`src/hdl/flh64_pkg.sv`:
```
// ============================================================================
// flh64_pkg - shared types and constants of the four-lane hash engine
// Item classes passed from the front end to the lane datapath, the queue
// entry, the multiplier request and response, and the hash constants.
// ============================================================================
package flh64_pkg;

    // Default width of the stored message length
    localparam int LENGTH_BITS_DEF = 32;

    // Fixed field widths
    localparam int WORD_W = 64;
    localparam int LEN_W  = 32;
    localparam int IDX_W  = 30;

    // Entries in the queue between front end and datapath
    localparam int QUEUE_DEPTH = 4;

    // Mixing constants
    localparam logic [WORD_W-1:0] K_P  = 64'h9E37_79B9_7F4A_7C15;
    localparam logic [WORD_W-1:0] K_M1 = 64'h85EB_CA77_C2B2_AE3D;
    localparam logic [WORD_W-1:0] K_M2 = 64'hBF58_476D_1CE4_E5B9;
    localparam logic [WORD_W-1:0] K_M3 = 64'h94D0_49BB_1331_11EB;

    // What the datapath does with one word
    typedef enum logic [1:0] {
        OP_NONE,
        OP_STORE,
        OP_STRIPE,
        OP_FOLD
    } t_op;

    // One classified item
    typedef struct packed {
        logic              start;
        logic              last;
        t_op               op;
        logic [1:0]        slot;
        logic [WORD_W-1:0] word;
        logic [WORD_W-1:0] seed;
        logic [LEN_W-1:0]  len;
    } t_item;

    // Datapath sequencer states
    typedef enum logic [3:0] {
        ST_IDLE,
        ST_LP,
        ST_I0,
        ST_I1,
        ST_I2,
        ST_I3,
        ST_EXEC,
        ST_F0,
        ST_F1,
        ST_F2,
        ST_F3,
        ST_EMIT
    } t_bstate;

    // Multiplier request and response
    typedef struct packed {
        logic              start;
        logic [WORD_W-1:0] a;
        logic [WORD_W-1:0] b;
    } t_mul_req;

    typedef struct packed {
        logic              busy;
        logic              done;
        logic [WORD_W-1:0] p;
    } t_mul_rsp;

endpackage

```
`src/hdl/flh64_mul.sv`:
```
// ============================================================================
// flh64_mul - iterative 64x64 multiplier, low half of the product
// Builds the low 64 bits from three 32x32 partial products on one shared
// multiplier, one partial product a cycle, registered before summing.
// ============================================================================
module flh64_mul
    import flh64_pkg::*;
(
    input  logic     i_clk,
    input  logic     i_rst_n,
    input  t_mul_req i_req,
    output t_mul_rsp o_rsp
);

    localparam int HW = WORD_W / 2;
    localparam logic [1:0] STEP_LL  = 2'd0;
    localparam logic [1:0] STEP_LH  = 2'd1;
    localparam logic [1:0] STEP_HL  = 2'd2;

    logic [WORD_W-1:0] r_a, r_b;
    logic [WORD_W-1:0] r_prod;
    logic [WORD_W-1:0] r_acc;
    logic [1:0]        r_step;
    logic              r_busy;
    logic              r_done;

    logic [HW-1:0]     op_a, op_b;
    logic [WORD_W-1:0] mul_out;

    // Select the partial product for this step
    always_comb begin
        case (r_step)
            STEP_LL: begin
                op_a = r_a[HW-1:0];
                op_b = r_b[HW-1:0];
            end
            STEP_LH: begin
                op_a = r_a[HW-1:0];
                op_b = r_b[WORD_W-1:HW];
            end
            default: begin
                op_a = r_a[WORD_W-1:HW];
                op_b = r_b[HW-1:0];
            end
        endcase
    end

    // Zero-extend the halves so the full 64-bit product is kept
    assign mul_out = WORD_W'(op_a) * WORD_W'(op_b);

    // Step through the partial products and accumulate
    always_ff @(posedge i_clk) begin
        if (!i_rst_n) begin
            r_busy <= 1'b0;
            r_done <= 1'b0;
            r_step <= STEP_LL;
        end else begin
            r_done <= 1'b0;
            if (i_req.start) begin
                r_a    <= i_req.a;
                r_b    <= i_req.b;
                r_step <= STEP_LL;
                r_busy <= 1'b1;
            end else if (r_busy) begin
                r_step <= r_step + 2'd1;
                case (r_step)
                    STEP_LL: begin
                        r_prod <= mul_out;
                    end
                    STEP_LH: begin
                        r_acc  <= r_prod;
                        r_prod <= mul_out;
                    end
                    STEP_HL: begin
                        r_acc  <= r_acc + {r_prod[HW-1:0], {HW{1'b0}}};
                        r_prod <= mul_out;
                    end
                    default: begin
                        r_acc  <= r_acc + {r_prod[HW-1:0], {HW{1'b0}}};
                        r_busy <= 1'b0;
                        r_done <= 1'b1;
                    end
                endcase
            end
        end
    end

    assign o_rsp.busy = r_busy;
    assign o_rsp.done = r_done;
    assign o_rsp.p    = r_acc;

endmodule

```
`config.mk`:
```
export PLATFORM = sky130hd
export DESIGN_NAME = flh64_mul
export DESIGN_NICKNAME = d
export VERILOG_FILES = /design/src/hdl/flh64_pkg.sv /design/src/hdl/flh64_mul.sv
export SDC_FILE = /design/constraint.sdc
export NUM_CORES = 2
export LEC_CHECK = 0
export BUFFER_PORTS_ARGS = -buffer_cell sky130_fd_sc_hd__buf_2
export CORE_MARGIN = 3
export CORE_UTILIZATION = 35
export DETAILED_ROUTE_END_ITERATION = 6
export SYNTH_ARGS = -nofsm -noshare
export SYNTH_HDL_FRONTEND = slang
export SYNTH_SLANG_ARGS = --single-unit
```
`constraint.sdc`:
```
create_clock -name i_clk -period 10.45 [get_ports i_clk]
set_clock_uncertainty 0.05 [all_clocks]
set_input_delay 2.09 -clock i_clk [delete_from_list [all_inputs] [get_ports i_clk]]
set_output_delay 2.09 -clock i_clk [all_outputs]
set_load 0.01 [all_outputs]
```
==> results_dict.tcl <==
set metrics [dict create \
    cap_violations 0 \
    antenna_found_initial 3 \
    drv_slew 0 \
    mostFrequentLayoutCells "901 x inv_1, 897 x fa_1, 631 x nor2_1" \
    ys_seq_area_share_pct 17.98 \
    cpMaxStageDelayCell "mux2i_2" \
    place.gp.congestion 0.9520 \
    io_pins 197 \
    min_path_type "register to register" \
    cp_top_family "adder cells" \
    cpMostUsedCell "fa_1" \
    synthTopCellsByArea "fa_1 42%, edfxtp_1 18%, ha_1 8.6%" \
    dr.pass1.iters 5 \
    fin_cells 6232 \
    wl_per_cell_microns 23.35 \
    drt-initial-drc-count 2945 \
    cts_tree "built" \
    viasPerCell 5.185 \
    clock_latency_ps 640 \
    cts_root_buf "clkbuf_16" \
    pre_cts_ws_ps 1093 \
    synth_nets 5753 \
    grt_pass1_wl_mm 216.9 \
    start_util_pct 35.36 \
    post-cts-setup-buffers 0 \
    port_buffers 196 \
    placed_cells 6177 \
    synth_edf_count 256 \
    rsz0062_at_grt "false" \
    avgSynthCellArea_sq_um 9.761 \
    area_growth_pct 10.24 \
    cts_buffers 30 \
    synth_top_cell_by_area "fa_1" \
    final_common_cell "inv_1" \
    finalHoldViolations 0 \
    async_flop_share_pct 0 \
    worst_slew_margin_rel_pct 28.81 \
    setup_ws_ps 967.1 \
    start_kind "register" \
    drive_gt1_share_pct 10.77 \
    num_vias 32310 \
    wirelength_mm 145.5 \
    ant_nets 0 \
    yosysTopAreaCellShare_pct 41.56 \
    reg2regPathDepth 29 \
    cp-end-kind "register" \
    status "completed" \
    drc_errors 0 \
    cp_max_fo 24 \
    path_class "register to register" \
    rows 128 \
    die_w_microns 357.4 \
    die_h_microns 357.4 \
    crit_arrival_ps 9780 \
    synth_cells 4427 \
    clock.fmax_mhz 105.5 \
    cts-resized-gates 0 \
    ys.warnings.count 0 \
    coreArea_sq_mm 0.1222 \
    setup_viol 0 \
    fin_tns_setup_ps 0 \
    critical_path_buf_inv_count 7 \
    tightest_slew_ps 1038 \
    synth-main-ff-cell "edfxtp_1" \
    min_period_over_period_pct 90.75 \
    clk_pin_slew_ps 60 \
    grt_use_total_pct 22.92 \
    fp.dieArea_sq_mm 0.1277 \
    yosysUniqueCellTypes 73 \
    ys_ff_latch 260 \
    ctsHoldBuffers 0 \
    dp_hpwl_mm 119.2 \
    final_nets 5910 \
    fin_crit_ps 9483 \
    worstSetupPathDepth 29 \
    grt_pass1_vias 34490 \
    synthesis.area_sq_mm 0.04321 \
    htree_levels 1 \
    max_stage_delay_ps 850 \
    grt_overflow 0 \
    whs_path_depth 1 \
    clockBufferDepth 3 \
    cts.sinks 260 \
    grt_max_degree 65 \
    crit_required_ps 10750 \
]
## kinds of logic (layout without fill, tap and decap cells)
kind of cell	count (synthesis)	in the layout	synth area share, %
simple gates	1340	1340	12.55
flops	260	260	17.98
xor+xnor	85	85	1.723
fa+ha+maj	1195	1195	50.19
compound gates	323	323	4.792
buf+inv	1091	1270	9.500
mux	133	133	3.275
other cells	0	1	0
## synthesized netlist by cell type (12+ instances only)
cell type  number
nor2_1        634
fa_1          897
o21ai_0        73
o21a_1         15
xor2_1         32
xnor2_1        53
edfxtp_1      256
mux2i_1        66
clkbuf_1      183
mux2_2         67
and2_1         40
nand4_1        22
o21bai_1       18
ha_1          298
nand3_1        16
nand2b_1       12
inv_1         901
nor3_1         16
a21o_1         42
nand2_1       552
a21oi_1        95
## state kept, by name (all words and copies together) (netlist names)
| register | flops |
|---|---|
| r_a | 64 |
| r_acc | 64 |
| r_b | 64 |
| r_prod | 64 |
| r_step | 2 |
| r_busy | 1 |
| r_done | 1 |
## path summary, 6_finish.rpt
kind                                        startpoint  slack (ps)                    to
worst max register to register  r_step[0]$_SDFFE_PP0P_         970  r_prod[61]$_DFFE_PP_
worst min-delay path              r_prod[36]$_DFFE_PP_         470   r_acc[36]$_DFFE_PP_
worst max-delay path            r_step[0]$_SDFFE_PP0P_         970  r_prod[61]$_DFFE_PP_
worst min register to register    r_prod[36]$_DFFE_PP_         470   r_acc[36]$_DFFE_PP_
## metal layers
layer / track usage, % / wire length [microns] / share of wire [%] / up-vias
met4: 10.40 / 7947 / 5.5 / 2
met2: 37.48 / 68170 / 47 / 1567
li1: - / - / - / 13810
met5: 0 / 14 / 0.0096 / -
met3: 4.003 / 12440 / 8.5 / 362
met1: 29.73 / 56940 / 39 / 16570
## worst reg2reg max path, delay by kind of cell (launching register included)
kind                       cells  cell delay, ps
buffers and inverters          7             860
and+or+nand+nor                2             290
AOI/OAI and AO/OA              8            1850
xor gates and xnor gates       1             150
DFF                            1             470
muxes                          1             850
adders and majority gates     10            4710
## metrics by stage
| stage | hold slack (ps) | cell area (sq um) | util [%] |
|---|---|---|---|
| 5_1_grt | 486.5 | 47630 | 38.98 |
| 2_1_floorplan | 437.1 | 43210 | - |
| 4_1_cts | 474.4 | 47630 | 38.98 |
| 3_5_place_dp | 457.7 | 46680 | 38.20 |
| 3_3_place_gp | 454.0 | 46680 | 38.20 |
| 6_report | 470.4 | 47630 | 38.98 |
## layout make-up
cell class                      instances  area [sq um]
Tap cell                             1625          2033
Clock inverter                         20         187.7
Sequential cell                       260          7767
Clock buffer                           34         765.7
Antenna cell                            1         2.502
Timing Repair Buffer                  315          1899
Inverter                              901          3382
Fill cell                           12220         74560
Multi-Input combinational cell       3076         31600
Power is not shown: default switching activity piles up to over one toggle a cycle in this logic, so the estimate is an artifact.
