## src/hdl/flh64_pkg.sv

```systemverilog
// ============================================================================
// flh64_pkg - shared types and constants of the four-lane hash engine
// Item classes passed from the front end to the lane datapath, the queue
// entry, the multiplier request and response, and the hash constants.
// ============================================================================
package flh64_pkg;

    // Default width of the stored message length
    localparam int LENGTH_BITS_DEF = 32;

    // Fixed field widths
    localparam int WORD_W = 64;
    localparam int LEN_W  = 32;
    localparam int IDX_W  = 30;

    // Entries in the queue between front end and datapath
    localparam int QUEUE_DEPTH = 4;

    // Mixing constants
    localparam logic [WORD_W-1:0] K_P  = 64'h9E37_79B9_7F4A_7C15;
    localparam logic [WORD_W-1:0] K_M1 = 64'h85EB_CA77_C2B2_AE3D;
    localparam logic [WORD_W-1:0] K_M2 = 64'hBF58_476D_1CE4_E5B9;
    localparam logic [WORD_W-1:0] K_M3 = 64'h94D0_49BB_1331_11EB;

    // What the datapath does with one word
    typedef enum logic [1:0] {
        OP_NONE,
        OP_STORE,
        OP_STRIPE,
        OP_FOLD
    } t_op;

    // One classified item
    typedef struct packed {
        logic              start;
        logic              last;
        t_op               op;
        logic [1:0]        slot;
        logic [WORD_W-1:0] word;
        logic [WORD_W-1:0] seed;
        logic [LEN_W-1:0]  len;
    } t_item;

    // Datapath sequencer states
    typedef enum logic [3:0] {
        ST_IDLE,
        ST_LP,
        ST_I0,
        ST_I1,
        ST_I2,
        ST_I3,
        ST_EXEC,
        ST_F0,
        ST_F1,
        ST_F2,
        ST_F3,
        ST_EMIT
    } t_bstate;

    // Multiplier request and response
    typedef struct packed {
        logic              start;
        logic [WORD_W-1:0] a;
        logic [WORD_W-1:0] b;
    } t_mul_req;

    typedef struct packed {
        logic              busy;
        logic              done;
        logic [WORD_W-1:0] p;
    } t_mul_rsp;

endpackage

```

## src/hdl/flh64_front.sv

```systemverilog
// ============================================================================
// flh64_front - message tracker and item classifier
// Tracks the word position within the current message, latches the length
// on the first item and tags every word as stripe store, stripe update,
// lane-1 fold or nothing, with the tail bytes already masked.
// ============================================================================
module flh64_front
    import flh64_pkg::*;
#(
    parameter int LENGTH_BITS = LENGTH_BITS_DEF
) (
    input  logic              i_clk,
    input  logic              i_rst_n,
    input  logic              i_push,
    input  logic [WORD_W-1:0] i_data_word,
    input  logic [WORD_W-1:0] i_seed,
    input  logic [LEN_W-1:0]  i_total_length,
    input  logic              i_q_full,
    output logic              o_q_wr,
    output t_item             o_q_item
);

    localparam int LW = (LENGTH_BITS < LEN_W) ? LENGTH_BITS : LEN_W;
    localparam int CW = IDX_W + 1;
    localparam logic [1:0] STRIPE_LAST = 2'd3;

    logic             r_in_msg, n_in_msg;
    logic [IDX_W-1:0] r_widx, n_widx;
    logic [LW-1:0]    r_len, n_len;

    logic [LW-1:0]     cur_len;
    logic [IDX_W-1:0]  idx;
    logic [CW-1:0]     full_w;
    logic [CW-1:0]     stripe_w;
    logic [CW-1:0]     items;
    logic [CW-1:0]     idx_x;
    logic [CW-1:0]     idx_nx;
    logic [2:0]        rem;
    logic [WORD_W-1:0] tail_mask;
    logic              accept;

    assign accept = i_push && !i_q_full;
    assign o_q_wr = accept;

    // Classify the word on the input
    always_comb begin
        cur_len  = r_in_msg ? r_len : i_total_length[LW-1:0];
        idx      = r_in_msg ? r_widx : '0;
        full_w   = CW'(cur_len >> 3);
        stripe_w = CW'((cur_len >> 5) << 2);
        rem      = cur_len[2:0];
        items    = (cur_len == '0) ? CW'(1) : (full_w + CW'(rem != 3'd0));
        idx_x    = CW'(idx);
        idx_nx   = idx_x + CW'(1);

        for (int b = 0; b < 8; b++) begin
            tail_mask[8*b +: 8] = (3'(b) < rem) ? 8'hFF : 8'h00;
        end

        o_q_item.start = !r_in_msg;
        o_q_item.last  = (idx_nx >= items);
        o_q_item.slot  = idx[1:0];
        o_q_item.word  = i_data_word;
        o_q_item.seed  = i_seed;
        o_q_item.len   = LEN_W'(cur_len);

        if (idx_x < stripe_w) begin
            o_q_item.op = (idx[1:0] == STRIPE_LAST) ? OP_STRIPE : OP_STORE;
        end else if (idx_x < full_w) begin
            o_q_item.op = OP_FOLD;
        end else if (rem != 3'd0) begin
            o_q_item.op   = OP_FOLD;
            o_q_item.word = i_data_word & tail_mask;
        end else begin
            o_q_item.op = OP_NONE;
        end
    end

    // Advance the word position, drop back to idle after the last word
    always_comb begin
        n_in_msg = r_in_msg;
        n_widx   = r_widx;
        n_len    = r_len;
        if (accept) begin
            n_len = cur_len;
            if (o_q_item.last) begin
                n_in_msg = 1'b0;
                n_widx   = '0;
            end else begin
                n_in_msg = 1'b1;
                n_widx   = idx + IDX_W'(1);
            end
        end
    end

    always_ff @(posedge i_clk) begin
        if (!i_rst_n) begin
            r_in_msg <= 1'b0;
            r_widx   <= '0;
        end else begin
            r_in_msg <= n_in_msg;
            r_widx   <= n_widx;
        end
    end

    always_ff @(posedge i_clk) begin
        r_len <= n_len;
    end

endmodule

```

## config.mk

```make
export PLATFORM = sky130hd
export DESIGN_NAME = flh64_front
export DESIGN_NICKNAME = d
export VERILOG_FILES = /design/src/hdl/flh64_pkg.sv /design/src/hdl/flh64_front.sv
export SDC_FILE = /design/constraint.sdc
export NUM_CORES = 1
export LEC_CHECK = 0
export BUFFER_PORTS_ARGS = -buffer_cell sky130_fd_sc_hd__buf_2
export CAP_MARGIN = 20
export CORE_MARGIN = 8
export CORE_UTILIZATION = 35
export DETAILED_ROUTE_END_ITERATION = 12
export PLACE_DENSITY = 0.75
export SLEW_MARGIN = 20
export SYNTH_ARGS = -nofsm -noshare
export SYNTH_HDL_FRONTEND = slang
export SYNTH_SLANG_ARGS = --single-unit
```

## constraint.sdc

```tcl
create_clock -name i_clk -period 7.3 [get_ports i_clk]
set_clock_uncertainty 0.15 [all_clocks]
set_input_delay 1.46 -clock i_clk [delete_from_list [all_inputs] [get_ports i_clk]]
set_output_delay 1.46 -clock i_clk [all_outputs]
set_load 0.05 [all_outputs]
```

==> summary.md <==
| Metric | Value |
|---|---|
| Status | finished clean |
| Core Footprint | ~0.018 mm2 |
| Post-route ant nets | 0 |
| Commonest non-fill, non-tap cell in the layout | buf_2 |
| Post-synthesis cell count | 763 |
| Slew Limit Fails | 0 |
| Initial Utilization | 35.7% |
| Critical path endpoint | o_q_item[164] |
| Hold-fix buffer count after cts | 0 |
| Synth unique cells | 59 |
| Met3 layer usage reported by global route | 3.59% |
| GRT Resource Usage Total | 17.4% |
| Total gr overflow | 0 |
| CP startpoint | i_total_length[14] |
| Pwr dens | between 150 and 200 mW/mm2 |
| Routability Congestion | about 0.9 |
| Layout cells sized above 1 | 26.4% |
| Startpoint types | primary input |
| Ys Warns | 0 |
| First-pass GRT wire length | 31.3 mm |
| Vias in the first global route | 5779 |
| Worst Hold Depth | 2 |
| Max Buffers Root-to-Sink | 2 |
| Final hold violations | 0 |
| H-tree levels | 3 |
| Initial antenna violation count | 1 |
| WL per Instance | around 19 um |
| ANT cells | 0 |
| Final WL | 21.3 mm |
| Max VDD drop | 0.118 mV |
| Reg2reg end | r_widx[10] |
| CP Capture Type | output pin |
| Top_reg_cell synth | edfxtp_1 |
| # IOs | 331 |
| Async set-or-reset flop fraction in the synthesized netlist | 0% |
| Die footprint | roughly 0.023 mm2 |
| Mapped Avg Cell Area | 8.44 um2 |
| Hold WC Path Type | register to register |
| Fin Hold WS | 0.334 ns |
| P_leak | about 0.0034 uW |
| Max-Cap Viols | 0 |
| Clock root buffer | clkbuf_16 |
| # fillers | ~1800 |
| Number of synthesized flops with an enable pin | 32 |
| Mapped cell area | 0.00644 mm2 |
| First drt pass iteration count | 5 |
| Total number of vias | approximately 6000 |
| CTS resizes | 0 |
| Busiest grt layer | met2 |
| R2r startpoint | r_in_msg |
| WP data required | between 5 and 6 ns |
| Normalized max-slew margin | 42.0% |
| RSZ-0062 raised after global routing | false |
| Slew @ Worst Pin | 0.871 ns |
| Half-perimeter wire length after placement | ~17 mm |
| Quantity of I/O buffers inserted on ports | about 190 |
| Commonest cells after routing, fill and taps aside | 185 x buf_2, 63 x ha_1, 58 x a21boi_0 |
| Crit path time final | about 7.0 ns |
| CTS tree | built |
| Clock latency on the worst-skew pair | 0.34 ns |
| Chip Height | 152 um |
| Setup TNS | 0 ns |
| Postcts setup bufs | 0 |
| Inserted Clock Buffers | 9 |
| Grt met1 use | 23.2% |
| Met2 usage | around a quarter |
| R2r setup slk | 2.23 ns |
| Clk sinks | 63 |
| R2R cell count | 13 |
| Largest net degree at the start of global routing | 63 |
| Die Wd | 152 um |
| Fin crit share | 96.3% |
| F_max | 142 MHz |
| DRT iter0 DRCs | 459 |
| Rows | 49 |
| Final setup vio count | 0 |
| Vias per cell | about 5.5 |
| CTS clk-pin slew, worst paths | 0.05 ns |
| Layout area overhead | 15.5% |
| Max FO, Critical Path | 8 |
| Crit Path Class | primary input to output pin |
| Post-synthesis sequential area ratio | 24.6% |
| DRC violations left | 0 |
| Critical Path AT | 5.42 ns |
| Fin nets | 1096 |
| Synth Register Bits | 63 |
| Syn_nets | 990 |
## where the power goes
| group | switching (uW) | leakage [uW] | total (uW) | internal (uW) |
|---|---|---|---|---|
| sequential | 11.5 | 0.000551 | 397 | 386 |
| combinational | 253 | 0.00266 | 350 | 96.6 |
| clock | 154 | 0.000158 | 457 | 303 |
| total | 419 | 0.00337 | 1200 | 786 |
## metal layers
metal  routed length (um)  up-vias  part of all wire [%]
met1                 9160     2830                    43
met3                 1820       43                   8.5
met2                 9720      266                    46
li1                     -     2908                     -
met4                  593        2                   2.8
met5                   13        -                 0.061
## final cells by class
class / count / area (um2) / area share [%]
well taps: 229 / 287 / 3.85
clock inverters: 2 / 35.0 / 0.471
clock buffers: 14 / 285 / 3.83
inverters: 46 / 173 / 2.32
repair buffers: 199 / 1040 / 14.0
flip-flops and latches: 63 / 1590 / 21.3
multi-input cells: 550 / 4030 / 54.2
## worst min path at each step
stage | from | endpoint | slack, ns
after floorplan | r_widx[16] | r_widx[16] | 0.30
after global placement | r_widx[16] | r_widx[16] | 0.32
after detailed placement | r_widx[1] | r_widx[1] | 0.32
after CTS | r_widx[16] | r_widx[16] | 0.33
after global routing | r_widx[13] | r_widx[13] | 0.37
final | r_widx[16] | r_widx[16] | 0.33
## cells in the mapped netlist, types with 2 or more instances
master    instances  area [um2]
nor2b_1           8        50.1
a221oi_1          2        17.5
nand4_1          31         194
a21oi_1          25         125
and3_1            2        12.5
buf_2             6        30.0
a22o_1           15         131
nor4_1           16         100
o41ai_1           2        17.5
o22ai_1          10        62.6
mux2i_1          23         230
a22oi_1           2        15.0
dfxtp_1          31         621
nand4b_1          2        17.5
a32o_1            3        30.0
a41o_1            3        30.0
a21boi_0         58         435
o21ai_0           9        45.0
xnor2_1          45         394
inv_1            45         169
a32oi_1           3        26.3
xor2_1           10        87.6
a211oi_1          4        30.0
ha_1             63         788
or3_1             2        12.5
nor4_2            4        50.1
o31ai_1           2        15.0
nand3_1          31         155
buf_1             2        7.51
nor2_1           39         146
or2_2             2        12.5
clkbuf_1         28         105
buf_4            64         480
a21o_1           11        82.6
nand2b_1          3        18.8
nor3_1           19        95.1
buf_6             4        45.0
nand3b_1          3        22.5
nand2_1          56         210
edfxtp_1         32         961
and2_1           21         131
mux2_2            5        56.3
## critical path: stages
cell and delay [ns]:
buf_2 0.09, mux2i_1 0.18, a2111oi_4 0.42, nand4_2 0.21, or4_1 0.72, nor3_1 0.27, xnor2_1 0.17, ha_1 0.27
and2_0 0.16, a221o_1 0.29, a221oi_1 0.28, o211ai_1 0.19, nor2_1 0.18, o21ai_0 0.28, buf_12 0.25
## cells by family (layout without fill, tap and decap cells)
kind of cell | Yosys count | count (layout) | share of synthesized area [%]
mux | 28 | 28 | 4.45
xor+xnor | 55 | 55 | 7.48
fa+ha+maj | 63 | 63 | 12.2
simple gates | 247 | 247 | 20.3
buf+inv | 150 | 261 | 13.1
compound gates | 157 | 157 | 17.9
flops | 63 | 63 | 24.6
## stage by stage
step	std cells	total power (uW)	utilization [%]	instance area [um2]	worst slack (ns)
3_5_place_dp	1087	750	39.5	7110	0.342
4_1_cts	1103	1200	41.2	7430	0.303
5_1_grt	1103	1240	41.3	7440	0.0149
6_report	1103	1200	41.3	7440	0.271
3_3_place_gp	1087	744	39.5	7110	0.395
2_1_floorplan	763	748	-	6440	0.305
## state kept, by name, indices dropped and copies added, names as in the netlist
name / count
r_len: 32
r_widx: 30
r_in_msg: 1
(Power assumes the default switching activity.)
