$ cat config.mk
export PLATFORM = sky130hd
export DESIGN_NAME = flh64_fifo
export DESIGN_NICKNAME = d
export VERILOG_FILES = /design/src/hdl/flh64_pkg.sv /design/src/hdl/flh64_fifo.sv
export SDC_FILE = /design/constraint.sdc
export NUM_CORES = 1
export LEC_CHECK = 0
export BUFFER_PORTS_ARGS = -buffer_cell sky130_fd_sc_hd__buf_2
export CAP_MARGIN = 10
export CORE_MARGIN = 10
export CORE_UTILIZATION = 34
export DETAILED_ROUTE_END_ITERATION = 10
export PLACE_DENSITY = 0.63
export SKIP_LAST_GASP = 1
export SYNTH_ARGS = -nofsm -noshare
export SYNTH_HDL_FRONTEND = slang
export SYNTH_SLANG_ARGS = --single-unit
$ cat constraint.sdc
create_clock -name i_clk -period 5.7 [get_ports i_clk]
set_input_delay 0.285 -clock i_clk [delete_from_list [all_inputs] [get_ports i_clk]]
set_output_delay 0.285 -clock i_clk [all_outputs]
set_load 0.1 [all_outputs]
$ cat src/hdl/flh64_pkg.sv
// ============================================================================
// flh64_pkg - shared types and constants of the four-lane hash engine
// Item classes passed from the front end to the lane datapath, the queue
// entry, the multiplier request and response, and the hash constants.
// ============================================================================
package flh64_pkg;

    // Default width of the stored message length
    localparam int LENGTH_BITS_DEF = 32;

    // Fixed field widths
    localparam int WORD_W = 64;
    localparam int LEN_W  = 32;
    localparam int IDX_W  = 30;

    // Entries in the queue between front end and datapath
    localparam int QUEUE_DEPTH = 4;

    // Mixing constants
    localparam logic [WORD_W-1:0] K_P  = 64'h9E37_79B9_7F4A_7C15;
    localparam logic [WORD_W-1:0] K_M1 = 64'h85EB_CA77_C2B2_AE3D;
    localparam logic [WORD_W-1:0] K_M2 = 64'hBF58_476D_1CE4_E5B9;
    localparam logic [WORD_W-1:0] K_M3 = 64'h94D0_49BB_1331_11EB;

    // What the datapath does with one word
    typedef enum logic [1:0] {
        OP_NONE,
        OP_STORE,
        OP_STRIPE,
        OP_FOLD
    } t_op;

    // One classified item
    typedef struct packed {
        logic              start;
        logic              last;
        t_op               op;
        logic [1:0]        slot;
        logic [WORD_W-1:0] word;
        logic [WORD_W-1:0] seed;
        logic [LEN_W-1:0]  len;
    } t_item;

    // Datapath sequencer states
    typedef enum logic [3:0] {
        ST_IDLE,
        ST_LP,
        ST_I0,
        ST_I1,
        ST_I2,
        ST_I3,
        ST_EXEC,
        ST_F0,
        ST_F1,
        ST_F2,
        ST_F3,
        ST_EMIT
    } t_bstate;

    // Multiplier request and response
    typedef struct packed {
        logic              start;
        logic [WORD_W-1:0] a;
        logic [WORD_W-1:0] b;
    } t_mul_req;

    typedef struct packed {
        logic              busy;
        logic              done;
        logic [WORD_W-1:0] p;
    } t_mul_rsp;

endpackage

$ cat src/hdl/flh64_fifo.sv
// ============================================================================
// flh64_fifo - item queue between front end and datapath
// Small first-in first-out store of classified items; lets the front end
// keep taking words while the datapath is busy with products.
// ============================================================================
module flh64_fifo
    import flh64_pkg::*;
(
    input  logic  i_clk,
    input  logic  i_rst_n,
    input  logic  i_wr,
    input  t_item i_item,
    output logic  o_full,
    input  logic  i_rd,
    output logic  o_empty,
    output t_item o_item
);

    localparam int PW = (QUEUE_DEPTH > 1) ? $clog2(QUEUE_DEPTH) : 1;
    localparam int NW = $clog2(QUEUE_DEPTH + 1);
    localparam logic [PW-1:0] LAST_PTR = PW'(QUEUE_DEPTH - 1);
    localparam logic [NW-1:0] FULL_CNT = NW'(QUEUE_DEPTH);

    t_item         r_mem [QUEUE_DEPTH];
    logic [PW-1:0] r_wp, n_wp;
    logic [PW-1:0] r_rp, n_rp;
    logic [NW-1:0] r_cnt, n_cnt;
    logic          wr_ok;
    logic          rd_ok;

    assign o_full  = (r_cnt == FULL_CNT);
    assign o_empty = (r_cnt == '0);
    assign o_item  = r_mem[r_rp];
    assign wr_ok   = i_wr && !o_full;
    assign rd_ok   = i_rd && !o_empty;

    // Advance the pointers and the fill count
    always_comb begin
        n_wp  = r_wp;
        n_rp  = r_rp;
        n_cnt = r_cnt;
        if (wr_ok) begin
            n_wp = (r_wp == LAST_PTR) ? '0 : r_wp + PW'(1);
        end
        if (rd_ok) begin
            n_rp = (r_rp == LAST_PTR) ? '0 : r_rp + PW'(1);
        end
        if (wr_ok && !rd_ok) begin
            n_cnt = r_cnt + NW'(1);
        end else if (rd_ok && !wr_ok) begin
            n_cnt = r_cnt - NW'(1);
        end
    end

    always_ff @(posedge i_clk) begin
        if (!i_rst_n) begin
            r_wp  <= '0;
            r_rp  <= '0;
            r_cnt <= '0;
        end else begin
            r_wp  <= n_wp;
            r_rp  <= n_rp;
            r_cnt <= n_cnt;
        end
    end

    // Store the incoming item
    always_ff @(posedge i_clk) begin
        if (wr_ok) begin
            r_mem[r_wp] <= i_item;
        end
    end

`ifndef SYNTHESIS
    a_cnt_range: assert property (@(posedge i_clk) disable iff (!i_rst_n)
        r_cnt <= FULL_CNT)
        else $error("queue fill count beyond depth");

    a_ptr_match: assert property (@(posedge i_clk) disable iff (!i_rst_n)
        (r_cnt == '0 || r_cnt == FULL_CNT) |-> (r_wp == r_rp))
        else $error("queue pointers disagree with fill count");

    a_full_hold: assert property (@(posedge i_clk) disable iff (!i_rst_n)
        (o_full && !i_rd) |=> o_full)
        else $error("full queue lost an item without a read");
`endif

endmodule

==> results of run 1 <==
==> registers in the layout, indices dropped and copies added (netlist names), named ones only <==
name   count
r_cnt      3
r_wp       2
r_rp       2
r_mem    664
==> power breakdown <==
| part | switching (W) | internal, W |
|---|---|---|
| clock | 0.00186 | 0.00254 |
| sequential | 0.000197 | 0.00603 |
| combinational | 0.00526 | 0.00137 |
==> cell families (layout without fill, tap and decap cells) <==
kind of cell | count (synthesis) | count (layout)
other | 0 | 1
AOI/OAI and AO/OA | 5 | 5
xor gates and xnor gates | 2 | 2
adders and majority gates | 7 | 7
and+or+nand+nor | 20 | 20
DFF | 673 | 673
muxes | 169 | 169
buffers and inverters | 42 | 647
==> worst register-to-register path: cells and delay by family, from the launching register on <==
family,cells,cell delay [ps]
buffers and inverters,1,680
flip-flops,1,450
AND/OR/NAND/NOR,3,1270
==> stage by stage <==
stage               std cells  instance area, um^2  hold WS (ps)  util [%]  setup slack (ps)
global placement         2180                27230         483.2     38.16              2856
finish                   2474                31130         60.80     43.62              2338
floorplan                 918                24450         383.9         -             229.9
CTS                      2473                31130         6.420     43.62              2183
global route             2473                31130         26.04     43.62              2066
detailed placement       2180                27230         500.6     38.16              2862
==> placed cells by master, fill, tap and decap left out, drive strengths merged <==
cell	Yosys	routed
xnor2	1	1
nand2	6	6
nand3	2	2
or3	1	1
nor3b	1	1
nor2	2	2
o21ai	3	3
dfxtp	9	9
bufinv	0	4
dlygate4sd3	0	166
clkinv	0	32
xor2	1	1
mux4	166	166
o31ai	1	1
inv	3	6
mux2i	3	3
nor2b	2	2
diode	0	1
clkinvlp	0	3
clkbuf	3	85
ha	6	6
edfxtp	664	664
a21boi	1	1
fa	1	1
buf	36	351
and2	5	5
nor3	1	1
==> what timing repair did <==
| action | 4_1_cts | 5_1_grt |
|---|---|---|
| setup buffers | 0 | 0 |
| hold buffers | 166 | 0 |
| endpoints found under the hold margin | 664 | 0 |
==> area by class of cell <==
cell class / count / area, um^2
Fill cell: 6119 / 40230
Sequential cell: 673 / 20130
Multi-Input combinational cell: 203 / 4029
Timing Repair Buffer: 517 / 3541
Clock buffer: 85 / 1872
Tap cell: 950 / 1189
Clock inverter: 42 / 360.3
Inverter: 3 / 11.26
Antenna cell: 1 / 2.502
==> worst min path at each step <==
stage	start	cells past startpoint	slack, ps	to
finish	i_rst_n	2	60	r_cnt[1]
floorplan	i_item[0]	0	380	r_mem[0][0]
global route	i_rst_n	2	30	r_cnt[2]
global placement	r_wp[1]	2	480	r_wp[1]
detailed placement	i_item[54]	1	500	r_mem[2][54]
CTS	i_rst_n	2	6	r_cnt[1]
==> metal layers <==
layer  track usage [%]  wire length [um]  vias up  share of wire, %
met5                 0                28        -             0.053
met4             4.597              1399        6               2.6
met3             3.309              3511       98               6.6
met2             21.61             27490      345                52
met1             15.60             20800     6131                39
li1                  -                 -     5095                 -
==> impl_results.md, run 1 <==
- Status: complete, no violations
- Post-synthesis cell type count: 26
- Area share of xor/xnor cells in the synthesized design: less than 1%
- Final setup fails: 0
- Sequential area share after synthesis: 82.29%
- Number of core rows: between 90 and 100
- Drt first-iter violations: 749
- Skew-Pair Late Insertion Delay: 590 ps
- Number of global-route vias before repair: ~13000
- Post-synth top area cell: edfxtp_1
- Remaining Overflow, GRT: 0
- CTS clock-pin slew for the worst setup and hold paths: 60 ps
- Layout Nets: 1647
- Setup TNS Final: 0 ps
- Avg Inst Size Synth: approximately 27 um^2
- Post-synthesis sequential element count: 673
- Die X: just under 300 um
- Critical path class: reg -> out
- Slowest cell on crit path: dfxtp_4
- Via/cell ratio: 4.719
- Fin crit share: 58.98%
- # DRC: 0
- Most frequent cell after synthesis: edfxtp_1
- Io pins: between 300 and 400
- Share of post-route cells with drive strength above 1: roughly two fifths
- GPL Wtd Cong: 0.7257
- Pin slew with the least headroom to its limit: 915.4 ps
- WP depth: 3
- Post-Synth Adder-Cell Area: 0.3889%
- Post-synthesis net count: 1095
- Fin. Hold Viols: 0
- Startpoint types: register
- Worst Setup EP: o_item[137]
- CP Data Arrival Time: roughly 3000 ps
- Pwr dens: 554.2 mW/mm^2
- Final min period: ~3400 ps
- FF-to-FF Start: r_cnt[0]
- Post-synthesis compound-gate area fraction: 0.1228%
- DP HPWL: 31.92 mm
- WL per Instance: 21.52 um
- Vias: 11675
- Mux share of post-synthesis cell area: 15.41%
- Clock Tree Buf Depth: 3
- FFs w/ async S/R, synth: 0%
- Clock root buffer: clkbuf_16
- DRT antenna net count: 0
- Netlist Area Pre-Place: ~0.024 mm^2
- Highest net fanout along the worst path: 73
- Slew Limit Fails: 0
- Critical Path RT: 5410 ps
- Core Area: 0.07136 mm^2
- Tot Pwr: 0.01725 W
- CP endpoint kind: output pin
- First-pass GRT wire length: roughly 81 mm
- Post-synth EDFFs: 664
- Maxcap violations: 0
- VDD IR max: 0.0005771 V
- Largest net degree at the start of global routing: 89
- FF-to-FF setup slack: about 2900 ps
- FF-to-FF End: r_mem[0][112]
- Max-slew headroom: 38.97%
- Min-Delay Path Class: in -> reg
- Clock sink count: about 670
- Clock Skew: between 15 and 20 ps
- Syn. warnings: 0
- Antenna violations before repair: 3
- Synth top area cells: edfxtp_1 82%, mux4_2 15%, dfxtp_1 0.74%, buf_6 0.74%, buf_2 0.31%
- Die span in y: 288.2 um
- CP top delay family: flip-flops
- Share of the synthesized area in the top cell type: 81.56%
- Commonest cells in the netlist: 664 x edfxtp_1, 166 x mux4_2, 16 x buf_6
- Largest family of logic cells by synthesized area: multiplexers
- RSZ-0062 raised after global routing: no
- F_max: 0.2974 GHz
- Cell Chain, Critical Path: buf_12 -> mux4_2 -> buf_2
- Area delta synth->final: 27.33%
- Slowest stage delay, CP: between 800 and 900 ps
- GRT Overall Usage: 12.74%
- Cell count after synthesis: 918
- Starting density of the core: 34.26%
- H-tree levels: 3
- Ys flop type: edfxtp_1
- TritonRoute pass-1 iters: 4
- Buf+Inv Stages, Crit Path: 2
- Lkg Pwr: 10.38 nW
- Port buffer count: 337
- CTS tree: built
- CTS Buf Count: 72
- Die ar.: about 0.083 mm^2
- Post-CTS Resized: 0
- Post-synthesis simple-gate area fraction: 0.4197%
- R2R depth: 4
- Total Wirelength: 53.24 mm
Note: power is estimated with default switching activity, not from simulation.
==> run 2: changes to the inputs <==
clock period = 3.1 ns   (was 5.7 ns; I/O delays follow)
==> run 2 against run 1 <==
  * Clock skew shrank 3.6 ps
  * Sequential power grew 82%
  * Flip-flop and latch count is the same
  * Critical path type unchanged
  * Largest power group unchanged
  * Highest routed layer unchanged
==> impl_results.md, run 2 (same netlist as run 1, synthesis figures left out) <==
- Status: complete, no violations
- Via/cell ratio: 4.655 (-1.3%)
- Clock sink count: 673 (unchanged)
- Clock Skew: 12.37 ps (-3.600 ps)
- Largest regs: r_mem: 664 flops, r_cnt: 3 flops
- Layout Nets: 1668 (+1.3%)
- Pwr dens: 1026 mW/mm^2 (+85%)
- Die span in y: 288.2 um (unchanged)
- Met1 Wirelength: 21.56 mm (+3.6%)
- Slowest cell on crit path: mux4_2
- GRT Overall Usage: 12.76% (about the same)
- RSZ-0062 raised after global routing: no
- Largest net degree at the start of global routing: 75 (-16%)
- Hold wc startpoint: i_wr
- Pin slew with the least headroom to its limit: 604.2 ps (-311.2 ps)
- VDD IR max: 0.0008524 V (+48%)
- First-pass GRT wire length: 80.63 mm (-0.28%)
- WP depth: 3 (unchanged)
- Final core occ: 44.35% (+0.73 points)
- Post-CTS Resized: 0 (unchanged)
- Core Area: 0.07136 mm^2 (unchanged)
- Cell Chain, Critical Path: buf_12 -> mux4_2 -> buf_2
- Max FFs per register: 664 (unchanged)
- CTS clock-pin slew for the worst setup and hold paths: 60 ps (about the same)
- Most frequent cells in the layout: 664 x edfxtp_1, 337 x buf_2, 169 x dlygate4sd3_1
- Commonest non-fill, non-tap cell in the layout: edfxtp_1
- Drt first-iter violations: 722 (-3.6%)
- WL per Instance: 21.27 um (-1.2%)
- Slew Limit Fails: 0 (unchanged)
- Critical path class: reg -> out
- Fill count: 6073 (-0.75%)
- Remaining Overflow, GRT: 0 (unchanged)
- CP endpoint kind: output pin
- Largest Register: r_mem
- Die ar.: 0.08303 mm^2 (unchanged)
- Final min period: 2658 ps
- H-tree levels: 3 (unchanged)
- Hold path depth: 4 (+2)
- Clock Tree Buf Depth: 3 (unchanged)
- Highest net fanout along the worst path: 59 (-19%)
- Skew-Pair Late Insertion Delay: 610 ps (+20 ps)
- Lkg Pwr: 10.62 nW (+2.3%)
- CTS tree: built
- F_max: 0.3762 GHz
- Min-Delay Path Class: in -> reg
- Critical Path RT: 2940 ps (-2470 ps)
- CP top delay family: buffers and inverters
- FF-to-FF Start: r_cnt[1]
- Antenna violations before repair: 5 (+2)
- Number of core rows: 98 (unchanged)
- GPL Wtd Cong: 0.6951 (-4.2%)
- Max-slew headroom: 59.72% (+21 points)
- Final Instance Area: 0.03165 mm^2 (+1.7%)
- TritonRoute pass-1 iters: 4 (unchanged)
- Share of post-route cells with drive strength above 1: 42.04% (+1.1 points)
- Fin Hold WS: 70.56 ps (+9.762 ps)
- Vias: 11634 (-0.35%)
- Port buffer count: 337 (unchanged)
- Final setup fails: 0 (unchanged)
- Top sig layer: met5
- # DRC: 0 (unchanged)
- Met3 Routed Length: 3.397 mm (-3.2%)
- Maxcap violations: 0 (unchanged)
- Die X: 288.2 um (unchanged)
- Slowest stage delay, CP: 610 ps (-260 ps)
- Fin. Hold Viols: 0 (unchanged)
- Number of global-route vias before repair: 12908 (+0.078%)
- DP HPWL: 32.59 mm (+2.1%)
- Buf+Inv Stages, Crit Path: 2 (unchanged)
- CTS Buf Count: 73 (+1.4%)
- Post CTS Setup Buffer Count: 0 (unchanged)
- Placed instance area: 0.02751 mm^2 (+1.0%)
- R2R depth: 7 (+3)
- Startpoint types: register
- DRT antenna net count: 0 (unchanged)
- CTS Hold Bufs: 169 (+1.8%)
- Area delta synth->final: 29.46%
- WL met2: 27.03 mm (-1.7%)
- FF-to-FF setup slack: 780 ps (-2100 ps)
- Io pins: 338 (unchanged)
- Clock root buffer: clkbuf_16
- CP Data Arrival Time: 2500 ps (-580 ps)
- Fin crit share: around 86%
- Total Wirelength: 53.15 mm (-0.16%)
- Starting density of the core: 34.26% (unchanged)
## run 2: changes by cell type in the layout (fill, tap and decap cells not counted), sizes merged
cell and change:
clkbuf +4, diode +2, buf +17, inv -1, clkinv -7, clkinvlp +2, bufinv +5, dlygate4sd3 +3
## run 2: layout make-up
cell class	instances	area (um^2)	share of cell area [%]
Tap cell	950	1189	3.755
Multi-Input combinational cell	203	4029	12.73
Timing Repair Buffer	537	3849	12.16
Clock inverter	41	489.2	1.546
Antenna cell	3	7.507	0.02372
Sequential cell	673	20130	63.59
Clock buffer	89	1951	6.163
Inverter	3	11.26	0.03558
## run 2: worst reg2reg max path, delay by kind of cell (launching register included)
kind / cells / cell delay, ps
xor+xnor: 1 / 160
compound gates: 2 / 680
buf+inv: 1 / 70
flops: 1 / 360
simple gates: 1 / 300
fa+ha+maj: 2 / 680
## run 2: power breakdown
part	internal [W]	switching [W]	leakage [nW]
logic	0.00265	0.00981	3.27
registers	0.0111	0.000250	6.16
clock network	0.00526	0.00343	1.18
## run 2: path summary, 6_finish.rpt
| check | end |
|---|---|
| setup reg to reg | r_cnt[2] |
| setup / recovery | o_item[126] |
| hold reg to reg | register |
| hold / removal | r_wp[0] |
## run 2: layer usage
layer  up-vias  track usage (%)
met5         -                0
met2       347            21.33
met1      6064            15.94
met3        70            3.372
met4         4            4.350
li1       5149                -
## run 2: through the flow
step	power (W)	TNS [ps]	setup WS, ps	std cells
floorplan	0.02184	-344470	-518.8	918
global placement	0.02391	0	828.4	2197
detailed placement	0.02399	0	773.1	2197
CTS	0.03298	0	368.3	2496
global route	0.03365	0	299.4	2498
finish	0.03248	0	441.7	2499
